### config.mk
export PLATFORM = sky130hd
export DESIGN_NAME = rfa_queue
export DESIGN_NICKNAME = d
export VERILOG_FILES = /design/src/design/rational_fraction_alu_macros.svh /design/src/design/rfa_pkg.sv /design/src/design/rfa_queue.sv
export SDC_FILE = /design/constraint.sdc
export NUM_CORES = 1
export LEC_CHECK = 0
export BUFFER_PORTS_ARGS = -buffer_cell sky130_fd_sc_hd__buf_4
export CAP_MARGIN = 10
export CORE_ASPECT_RATIO = 1.1
export CORE_UTILIZATION = 45
export DETAILED_ROUTE_END_ITERATION = 8
export GPL_TIMING_DRIVEN = 0
export PLACE_DENSITY = 0.7
export SLEW_MARGIN = 20
export SYNTH_ARGS = -nofsm -noshare
export SYNTH_HDL_FRONTEND = slang
export SYNTH_SLANG_ARGS = --single-unit
### constraint.sdc
create_clock -name clk -period 15.5 [get_ports clk]
set_input_delay 0.775 -clock clk [delete_from_list [all_inputs] [get_ports clk]]
set_output_delay 0.775 -clock clk [all_outputs]
set_load 0.03 [all_outputs]
### src/design/rational_fraction_alu_macros.svh
// Assertion helpers for the checking module rfa_back
`ifndef RATIONAL_FRACTION_ALU_MACROS_SVH
`define RATIONAL_FRACTION_ALU_MACROS_SVH

// property must hold at every edge out of reset
`define RFA_CHECK(lbl, prop, msg) \
	lbl: assert property (@(posedge clk) disable iff (!arst_n) prop) \
		else $error(msg);

// condition must never be seen
`define RFA_NEVER(lbl, cond, msg) \
	lbl: assert property (@(posedge clk) disable iff (!arst_n) !(cond)) \
		else $error(msg);

`endif

### src/design/rfa_pkg.sv
package rfa_pkg;

	localparam logic [3:0] OP_ADD = 4'd0;
	localparam logic [3:0] OP_SUB = 4'd1;
	localparam logic [3:0] OP_MUL = 4'd2;
	localparam logic [3:0] OP_DIV = 4'd3;
	localparam logic [3:0] OP_SQR = 4'd4;
	localparam logic [3:0] OP_RCP = 4'd5;
	localparam logic [3:0] OP_NEG = 4'd6;
	localparam logic [3:0] OP_EQ  = 4'd7;
	localparam logic [3:0] OP_GT  = 4'd8;
	localparam logic [3:0] OP_LT  = 4'd9;

	// classified item handed from front to back
	typedef struct packed {
		logic               red;
		logic signed [63:0] num;
		logic signed [63:0] den;
		logic               flag;
		logic               status;
	} q_entry_t;

endpackage

### src/design/rfa_queue.sv
module rfa_queue (
	input  logic              clk,
	input  logic              arst_n,
	input  logic              wr,
	input  rfa_pkg::q_entry_t wdata,
	output logic              q_full,
	input  logic              rd,
	output logic              q_valid,
	output rfa_pkg::q_entry_t rdata
);

	rfa_pkg::q_entry_t slot_q [2];
	logic       wp_q, rp_q;
	logic [1:0] cnt_q;

	assign q_full  = (cnt_q == 2'd2);
	assign q_valid = (cnt_q != 2'd0);
	assign rdata   = slot_q[rp_q];

	always_ff @(posedge clk or negedge arst_n) begin
		if (!arst_n) begin
			wp_q  <= 1'b0;
			rp_q  <= 1'b0;
			cnt_q <= 2'd0;
		end else begin
			if (wr) wp_q <= !wp_q;
			if (rd) rp_q <= !rp_q;
			cnt_q <= cnt_q + 2'(wr) - 2'(rd);
		end
	end

	always_ff @(posedge clk) begin
		if (wr) slot_q[wp_q] <= wdata;
	end

endmodule

==> metrics.cfg, run 1 <==
[yosys]
ys_async_sr_fraction = 0.01504
syn_nets = 560
synth_cell_types = 14
syn_area_per_cell_um2 = 23.60
synth_top_area_frac = 0.7881
seq_area_frac_synth = 0.7981
synth_area_mm2 = 0.009983
ys_ff_latch = 266
syn-instance-count = 423
synth_ff_type = edfxtp_1
ys_top_cells_by_area = edfxtp_1 (79%), mux2_4 (12%), mux2_2 (5.8%), buf_6 (1.0%), dfrtp_1 (1.0%)
yosysMostFrequentCell = edfxtp_1
yosys_warnings = 0
synth_edf_count = 262
synth_top_area_cell = edfxtp_1
synthTopCellsByCount = edfxtp_1 (262), mux2_4 (80), mux2_2 (51)

[drt]
drt-initial-drc-count = 204
avgViaCountPerCell = 4.732
post_drt_wl_per_cell_um = 17.93
wl_mm = 18.55
drtAntennaViolNets = 0
dr.pass1.iters = 4
drc = 0
route.vias.total = 4898

[timing]
tightest_slew_ps = 639.8
period_share = 0.1695
fmax_ghz = 0.3807
setup_viol = 0
rsz0062_at_grt = no
hold_viol = 0
clock_skew_ps = 6.607
fin_ws_ps = 12870
maxSlewViolCount = 0
fin_crit_ps = 2627
setup_tns_ps = 0
slew_headroom = 0.5726

[layout]
fillers = 1525
num_antenna_cells = 0
syn2layout_area_growth_pct = 34.69
layout-drive-gt1-share = 0.6215
nets = 863
final_core_util = 0.6251

[clocking]
cts_buffer_depth = 3
root_buffer = clkbuf_16
cts.htree.levels = 1
clkSlewWorstSetupHoldPaths_ps = 60
cts_setup_buffers = 0
cts_tree = built
cts_resized = 0
numCtsBuffers = 26
cts_hold_buf = 0
worstSkewPairLatency_ps = 510
cts_sinks = 266

[status]
run_status = complete, no violations

[power_and_ir_drop]
ir_worst_vdd_uv = 116.2
power_density_mw_per_mm2 = 201.0
leakage_uw = 0.005316

[worst_setup_path]
crit_fanout = 10
worstPathRequired_ps = 14730
start_kind = flop
cp_slowest_cell = dfrtp_1
crit_type = reg2out
cpMostUsedCell = buf_6
critical-path-top-delay-family = buffers and inverters
rrSetupSlack_ps = 13550
critPathBufInv = 4
max_stage_delay_ps = 340
worstPathArrival_ps = 1850
startpoint = rp_q
worstSetupEndpointType = output pin
timing.rr.start = wp_q
path_cells = buf_6 -> buf_8 -> buf_6 -> mux2_4 -> buf_4
r2r-end = slot_q[0][57]
r2r_cells = 4

[floorplanning]
num_io_pins = 268
core_region_area_mm2 = 0.02151
initial_utilization = 0.4641
die_h_um = 158.2
die-width_um = 144.0
die-area_mm2 = 0.02279
placementRows = 56

[global_routing]
grt-ovfl-total = 0
grt_first_pass_wirelength_mm = 27.39
grt_pass1_vias = 5305
grt_max_degree = 54
track_usage = 0.1581
antenna_found_initial = 0

[placed_design]
hpwl_mm = 12.92
detailedPlace.worstSlack_ps = 13030
gp_congestion = 0.6879
port_buffers = 267

[hold_path]
hold_class = in2async

[run]
cap_violations = 0

-- layout by cell type, fill, tap and decap left out, types with 2 or more instances in the layout --
| cell | instances |
|---|---|
| buf_12 | 2 |
| buf_16 | 5 |
| buf_2 | 5 |
| buf_4 | 267 |
| buf_6 | 9 |
| buf_8 | 2 |
| bufinv_16 | 5 |
| clkbuf_1 | 3 |
| clkbuf_16 | 27 |
| clkinv_1 | 5 |
| clkinv_2 | 6 |
| dfrtp_1 | 4 |
| edfxtp_1 | 262 |
| ha_1 | 2 |
| inv_1 | 2 |
| mux2_2 | 51 |
| mux2_4 | 80 |
| xor2_1 | 2 |
-- logic make-up (layout without fill, tap and decap cells) --
logic type	count (synthesis)	count (layout)	share of synthesized area
multiplexers	131	131	0.1778
XOR/XNOR	3	3	0.004136
buffers and inverters	17	339	0.01491
flip-flops	266	266	0.7981
adder cells (fa/ha/maj)	2	2	0.002506
AND/OR/NAND/NOR	4	4	0.002507
-- layer usage --
metal | part of all wire | GRT usage | vias to the layer above
met5 | 0 | 0 | -
met4 | 0.020 | 0.04407 | 0
met3 | 0.089 | 0.05203 | 30
met2 | 0.52 | 0.2878 | 178
met1 | 0.37 | 0.1748 | 2404
li1 | - | - | 2286
-- how the worst max path moves through the flow --
stage,endpoint,depth (start not counted)
2_1_floorplan,slot_q[0][0],1
3_3_place_gp,slot_q[0][103],2
3_5_place_dp,slot_q[0][102],5
4_1_cts,rdata[112],5
5_1_grt,rdata[63],5
6_report,rdata[114],5
-- state kept, by name (all words and copies together), names as in the netlist --
name / count
slot_q: 262
cnt_q: 2
wp_q: 1
rp_q: 1
-- final cells by class --
class                   count  area [µm²]  area share
inverters                   2       7.507   0.0005583
flip-flops and latches    266        7968      0.5925
clock inverters            17       206.4     0.01535
repair buffers            275        2197      0.1634
well taps                 290       362.8     0.02698
multi-input cells         140        1877      0.1396
clock buffers              30       686.9     0.05108
plain buffers              15       141.4     0.01051
-- metrics by stage --
stage / hold slack, ps / power (µW) / cells / cell area (µm²)
2_1_floorplan: 455.5 / 1736 / 423 / 9983
3_3_place_gp: 468.8 / 2073 / 980 / 12350
3_5_place_dp: 556.4 / 2087 / 988 / 12550
4_1_cts: 25.95 / 2737 / 1035 / 13450
5_1_grt: 30.02 / 2814 / 1035 / 13450
6_report: 50.10 / 2703 / 1035 / 13450
-- power breakdown --
group	total, µW	internal [µW]	leakage [µW]	switching, µW
Combinational	1070	474	0.00237	596
Sequential	986	953	0.00251	33.0
Clock	647	399	0.000438	248
Power figures use the tool's default switching activity.
==> run 2: changes to the inputs <==
Clock period 15.5 ns to 2.47 ns, I/O delays scaled along.
==> metrics.cfg, run 2 (same netlist as run 1, synthesis figures left out) <==
[worst_setup_path]
cp_slowest_cell = dfrtp_1
start_kind = flop
cpMostUsedCell = buf_6
max_stage_delay_ps = 330  ; about the same
path_cells = buf_6 -> buf_8 -> buf_6 -> mux2_4 -> buf_4
worstSetupEndpointType = output pin
crit_fanout = 10  ; unchanged
worstPathArrival_ps = 1840  ; about the same
worstPathRequired_ps = 2350  ; -12,380 ps
crit_type = reg2out

[clocking]
cts_sinks = 266  ; unchanged
cts_buffer_depth = 3  ; unchanged
cts_setup_buffers = 0  ; unchanged
root_buffer = clkbuf_16
clkSlewWorstSetupHoldPaths_ps = 60  ; about the same
cts_tree = built
cts.htree.levels = 1  ; unchanged
numCtsBuffers = 27  ; +3.8%
worstSkewPairLatency_ps = 520  ; about the same

[global_routing]
grt_first_pass_wirelength_mm = 30.75  ; +12%
grt-ovfl-total = 0  ; unchanged
antenna_found_initial = 0  ; unchanged
grt_max_degree = 56  ; +3.7%
track_usage = 0.1766  ; +0.01852
grt_pass1_vias = 6002  ; +13%

[drt]
wl_mm = 20.47  ; +10%
drt-initial-drc-count = 182  ; -11%
drc = 0  ; unchanged
drtAntennaViolNets = 0  ; unchanged
post_drt_wl_per_cell_um = 17.47  ; -2.6%
dr.pass1.iters = 4  ; unchanged
avgViaCountPerCell = 4.652  ; -1.7%
route.vias.total = 5452  ; +11%

[layout]
top_register = slot_q
syn2layout_area_growth_pct = 47.22
seqCellArea_mm2 = 0.007968  ; unchanged
nets = 999  ; +16%
top_regs = slot_q (262), cnt_q (2)
largest_register_ffs = 262  ; unchanged
multi_input_area_mm2 = 0.001877  ; unchanged
layout_common_cells = buf_4 (267), edfxtp_1 (262), dlygate4sd3_1 (135), mux2_4 (80), mux2_2 (51)
layout-drive-gt1-share = 0.5181  ; -0.1033
num_antenna_cells = 0  ; unchanged
fillers = 1380  ; -9.5%
layout_commonest_cell = buf_4

[hold_path]
hold_class = in2reg

[floorplanning]
initial_utilization = 0.4641  ; unchanged
core_region_area_mm2 = 0.02151  ; unchanged
die-width_um = 144.0  ; unchanged
die_h_um = 158.2  ; unchanged
num_io_pins = 268  ; unchanged
placementRows = 56  ; unchanged
die-area_mm2 = 0.02279  ; unchanged

[power_and_ir_drop]
total_power_uw = 16780  ; +520%
ir_worst_vdd_uv = 816.6  ; +600%
leakage_uw = 0.005827  ; +9.6%
power_density_mw_per_mm2 = 1142  ; +470%

[timing]
hold_viol = 0  ; unchanged
rsz0062_at_grt = no
maxSlewViolCount = 0  ; unchanged
fmax_ghz = 0.5102
setup_viol = 0  ; unchanged
tightest_slew_ps = 706.3  ; +66.59 ps
clock_skew_ps = 14.58  ; +7.969 ps
setup_tns_ps = 0  ; unchanged
slew_headroom = 0.5281  ; -0.04449
fin_crit_ps = 1960
period_share = 0.7936

[placed_design]
gp_congestion = 0.7044  ; +2.4%
port_buffers = 267  ; unchanged
hpwl_mm = 13.16  ; +1.8%

[run]
cap_violations = 0  ; unchanged

[status]
run_status = complete, no violations

## run 2: cell types whose count changed in the layout (fill, tap and decap cells not counted), sizes merged
cell,previous run,this run
clkinv,11,13
bufinv,5,1
dlygate4sd3,0,135
clkbuf,30,34
## run 2: final timing paths
path / slack [ps] / to / start / cells past startpoint
worst max-delay path: 510 / rdata[115] / rp_q / 5
worst min-delay path: 330 / slot_q[1][112] / wdata[112] / 2
worst max register to register: 530 / slot_q[0][98] / wp_q / 4
worst min register to register: 550 / wp_q / wp_q / 1
max in group asynchronous: 1760 / wp_q / arst_n / 3
min in group asynchronous: 530 / cnt_q[0] / arst_n / 3
## run 2: routing by layer
metal / up-vias / track usage / share of wire
li1: 2566 / - / -
met1: 2674 / 0.2035 / 0.38
met2: 187 / 0.3251 / 0.53
met3: 25 / 0.04658 / 0.075
met4: 0 / 0.04053 / 0.013
met5: - / 0 / 0
## run 2: report_power, final
group	leakage, µW	total, µW	switching, µW	internal (µW)
registers	0.00251	6200	216	5980
clock network	0.000385	3660	1560	2100
logic	0.00294	6920	3810	3120
total	0.00583	16800	5580	11200
## run 2: through the flow
step,hold slack (ps),std cells,setup WS (ps),util,instance area [µm²]
2_1_floorplan,-172.1,423,-320.9,-,9992
3_3_place_gp,-80.81,980,-1267,0.5746,12360
3_5_place_dp,-74.76,988,494.9,0.5836,12550
4_1_cts,311.3,1172,436.2,0.6833,14700
5_1_grt,315.1,1172,403.7,0.6833,14700
6_report,328.1,1172,509.9,0.6833,14700
## run 2: layout make-up
cell class / instances / share of cell area
Multi-Input combinational cell: 140 / 0.1277
Buffer: 15 / 0.009620
Tap cell: 290 / 0.02469
Clock inverter: 15 / 0.006214
Inverter: 2 / 0.0005108
Timing Repair Buffer: 410 / 0.2414
Clock buffer: 34 / 0.04776
Sequential cell: 266 / 0.5421
## run 2: worst max-delay path, delay by kind of cell, from the launching register on
kind | cells | cell delay [ps]
buffers and inverters | 4 | 670
DFF | 1 | 330
muxes | 1 | 310
## run 2: repair_timing
action	in CTS	in global routing
hold endpoints to repair	269	0
gates resized for setup	0	0
hold buffers	135	0
==> run 3: changes to the inputs <==
Settings changed: ABC_AREA set to 1, PLACE_DENSITY 0.7 to 0.73.
Clock period 2.47 ns to 1.6 ns, I/O delays scaled along.
==> metrics.cfg, run 3 <==
[clocking]
worstSkewPairLatency_ps = 530  ; about the same
cts.htree.levels = 1  ; unchanged
cts_sinks = 266  ; unchanged
cts_buffer_depth = 3  ; unchanged
root_buffer = clkbuf_16
numCtsBuffers = 28  ; +3.7%
clkSlewWorstSetupHoldPaths_ps = 60  ; about the same
cts_tree = built

[timing]
rsz0062_at_grt = yes
fin_crit_ps = 1976
period_share = 1.235
fin_ws_ps = -376.4  ; -886.3 ps
maxSlewViolCount = 0  ; unchanged
slew_headroom = 0.8188  ; +0.2907
clock_skew_ps = 10.88  ; -3.693 ps
setup_tns_ps = -37760  ; -37,760 ps
setup_viol = 131  ; +131
hold_viol = 0  ; unchanged
tightest_slew_ps = 271.8  ; -434.5 ps
fmax_ghz = 0.5060
holdWs_ps = 270.0  ; -58.11 ps

[power_and_ir_drop]
leakage_uw = 0.007159  ; +23%
ir_worst_vdd_uv = 1485  ; +82%
seqPwrFrac = 0.289  ; -0.080
power_density_mw_per_mm2 = 1979  ; +73%
total_power_uw = 33770  ; +100%
pwr-share-clk = 0.200  ; -0.018
netSwitchingPower_uw = 12980  ; +130%
p_int_uw = 20800  ; +86%
switching_share = 0.3842  ; +0.05159
pwr-share-comb = 0.511  ; +0.099

[drt]
dr.pass1.iters = 4  ; unchanged
post_drt_wl_per_cell_um = 19.52  ; +12%
wl_mm = 29.19  ; +43%
drc = 0  ; unchanged
avgViaCountPerCell = 4.843  ; +4.1%
drt-initial-drc-count = 297  ; +63%
drtAntennaViolNets = 0  ; unchanged
route.vias.total = 7241  ; +33%

[yosys]
synth_cell_types = 16  ; +2
yosys.area_share.simple = 0.05204  ; +0.04954
yosysMostFrequentCell = edfxtp_1
synthXorXnorAreaFrac = 0.001718  ; -0.002417
yosys_warnings = 0  ; unchanged
ys_ff_latch = 266  ; unchanged
synth_top_area_cell = edfxtp_1
synth_top_family_by_area = buffers and inverters
synth_ff_type = edfxtp_1
synth_top_area_frac = 0.7718  ; -0.01625
syn_nets = 846  ; +51%
synth_mux_area_frac = 0  ; -0.1778
synth_compound_area_frac = 0.07978  ; +0.07978
synth_area_mm2 = 0.01019  ; +2.1%
syn-instance-count = 709  ; +68%
ys_top_cells_by_area = edfxtp_1 (77%), inv_1 (5.1%), nand2_1 (5.1%), o21ai_0 (4.2%), o21ai_2 (3.6%)
synth_adder_area_share = 0.002455  ; -0.00005169
synthTopCellsByCount = edfxtp_1 (262), inv_1 (138), nand2_1 (138)
syn_area_per_cell_um2 = 14.38  ; -39%
synth_edf_count = 262  ; unchanged
seq_area_frac_synth = 0.7816  ; -0.01646
ys_async_sr_fraction = 0.01504  ; unchanged

[floorplanning]
placementRows = 57  ; +1.8%
die-area_mm2 = 0.02326  ; +2.1%
die-width_um = 145.5  ; +1.0%
die_h_um = 159.9  ; +1.0%
num_io_pins = 268  ; unchanged
initial_utilization = 0.4596  ; -0.004530
core_region_area_mm2 = 0.02218  ; +3.1%

[placed_design]
hpwl_mm = 15.22  ; +16%
post_dp_cell_area_mm2 = 0.01283  ; +2.2%
port_buffers = 267  ; unchanged
gp_congestion = 0.7697  ; +9.3%

[global_routing]
grt_first_pass_wirelength_mm = 40.09  ; +30%
grt-ovfl-total = 0  ; unchanged
grt_max_degree = 33  ; -41%
track_usage = 0.2252  ; +0.04863
grt_pass1_vias = 7670  ; +28%
antenna_found_initial = 3  ; +3

[worst_setup_path]
cp_slowest_cell = dfrtp_2
critPathBufInv = 4  ; unchanged
path_cells = buf_12 -> buf_12 -> buf_2 -> o21ai_1 -> buf_4
start_kind = flop
cp.depth = 5  ; unchanged
critical-path-top-delay-family = buffers and inverters
r2r_cells = 5  ; +1
max_stage_delay_ps = 440  ; +110 ps
crit_type = reg2out
worstPathRequired_ps = 1520  ; -830 ps
worstPathArrival_ps = 1900  ; +60 ps
worstSetupEndpointType = output pin
cpMostUsedCell = buf_12
crit_fanout = 10  ; unchanged

[layout]
top_regs = slot_q (262), cnt_q (2)
top_register = slot_q
fillers = 1204  ; -13%
layout_common_cells = edfxtp_1 (262), buf_4 (182), inv_1 (137), dlygate4sd3_1 (135), buf_6 (96)
layout_commonest_cell = edfxtp_1
syn2layout_area_growth_pct = 67.45
final_core_util = 0.7696  ; +0.08628
nets = 1313  ; +31%
largest_register_ffs = 262  ; unchanged
layout-drive-gt1-share = 0.4820  ; -0.03610
stdcell_area_mm2 = 0.01707  ; +16%

[hold_path]
hold_depth = 2  ; unchanged
hold_class = in2reg

[status]
failed_checks = setup timing
run_status = finished, violations left

[run]
cap_violations = 0  ; unchanged

## run 3: cell count changes after synthesis, sizes merged, moves of 5 or more
| cell | change |
|---|---|
| o21ai | +131 |
| buf | +5 |
| inv | +136 |
| clkbuf | +9 |
| mux2 | -131 |
| nand2 | +138 |
## run 3: cell families (layout without fill, tap and decap cells)
kind of cell,count (synthesis),count (layout)
flip-flops,266,266
adder cells (fa/ha/maj),2,2
buffers and inverters,167,655
AND/OR/NAND/NOR,141,141
XOR/XNOR,2,2
other,0,3
AO/OA/AOI/OAI,131,131
## run 3: path summary, 6_finish.rpt
check	start	slack, ps	endpoint
worst max-delay path	rp_q	-380	rdata[62]
worst min-delay path	wdata[77]	270	slot_q[1][77]
worst max register to register	wp_q	70	slot_q[1][23]
worst min register to register	wp_q	540	wp_q
max in group asynchronous	arst_n	930	wp_q
min in group asynchronous	arst_n	470	rp_q
## run 3: metal layers
layer | wire [µm] | vias to the layer above | share of wire | GRT usage
met5 | 0 | - | 0 | 0
met3 | 1558 | 88 | 0.053 | 0.04714
met2 | 16340 | 254 | 0.56 | 0.4235
met4 | 1335 | 0 | 0.046 | 0.1000
met1 | 9957 | 3544 | 0.34 | 0.2420
li1 | - | 3355 | - | -
## run 3: timing repair
| action | CTS | global route |
|---|---|---|
| setup buffers | 8 | 1 |
| gates resized for setup | 253 | 215 |
| gates cloned | 8 | 9 |
| endpoints found under the hold margin | 270 | 0 |
| hold buffers | 135 | 0 |
| setup endpoints to repair | 244 | 157 |
| pin swaps | 14 | 25 |
## run 3: power by group through the flow
stage	sequential (µW)	clock [µW]	combinational [µW]
CTS	9610	6770	14800
floorplan	9710	0	7260
global route	9870	7070	18000
finish	9780	6740	17300
detailed placement	9680	0	12000
global placement	9800	0	11500
## run 3: per-stage QoR
step / cells / worst slack (ps)
floorplan: 709 / -1221
global placement: 1271 / -2475
detailed placement: 1282 / -180.5
CTS: 1483 / -372.6
global route: 1494 / -431.5
finish: 1495 / -376.4
## run 3: layout make-up
cell class / instances / area (µm²) / area share
Sequential cell: 266 / 7970 / 0.4669
Timing Repair Buffer: 438 / 4486 / 0.2628
Multi-Input combinational cell: 276 / 2323 / 0.1361
Clock buffer: 34 / 744.5 / 0.04362
Inverter: 138 / 521.8 / 0.03057
Buffer: 28 / 439.2 / 0.02573
Tap cell: 295 / 369.1 / 0.02162
Clock inverter: 17 / 207.7 / 0.01217
Antenna cell: 3 / 7.507 / 0.0004398
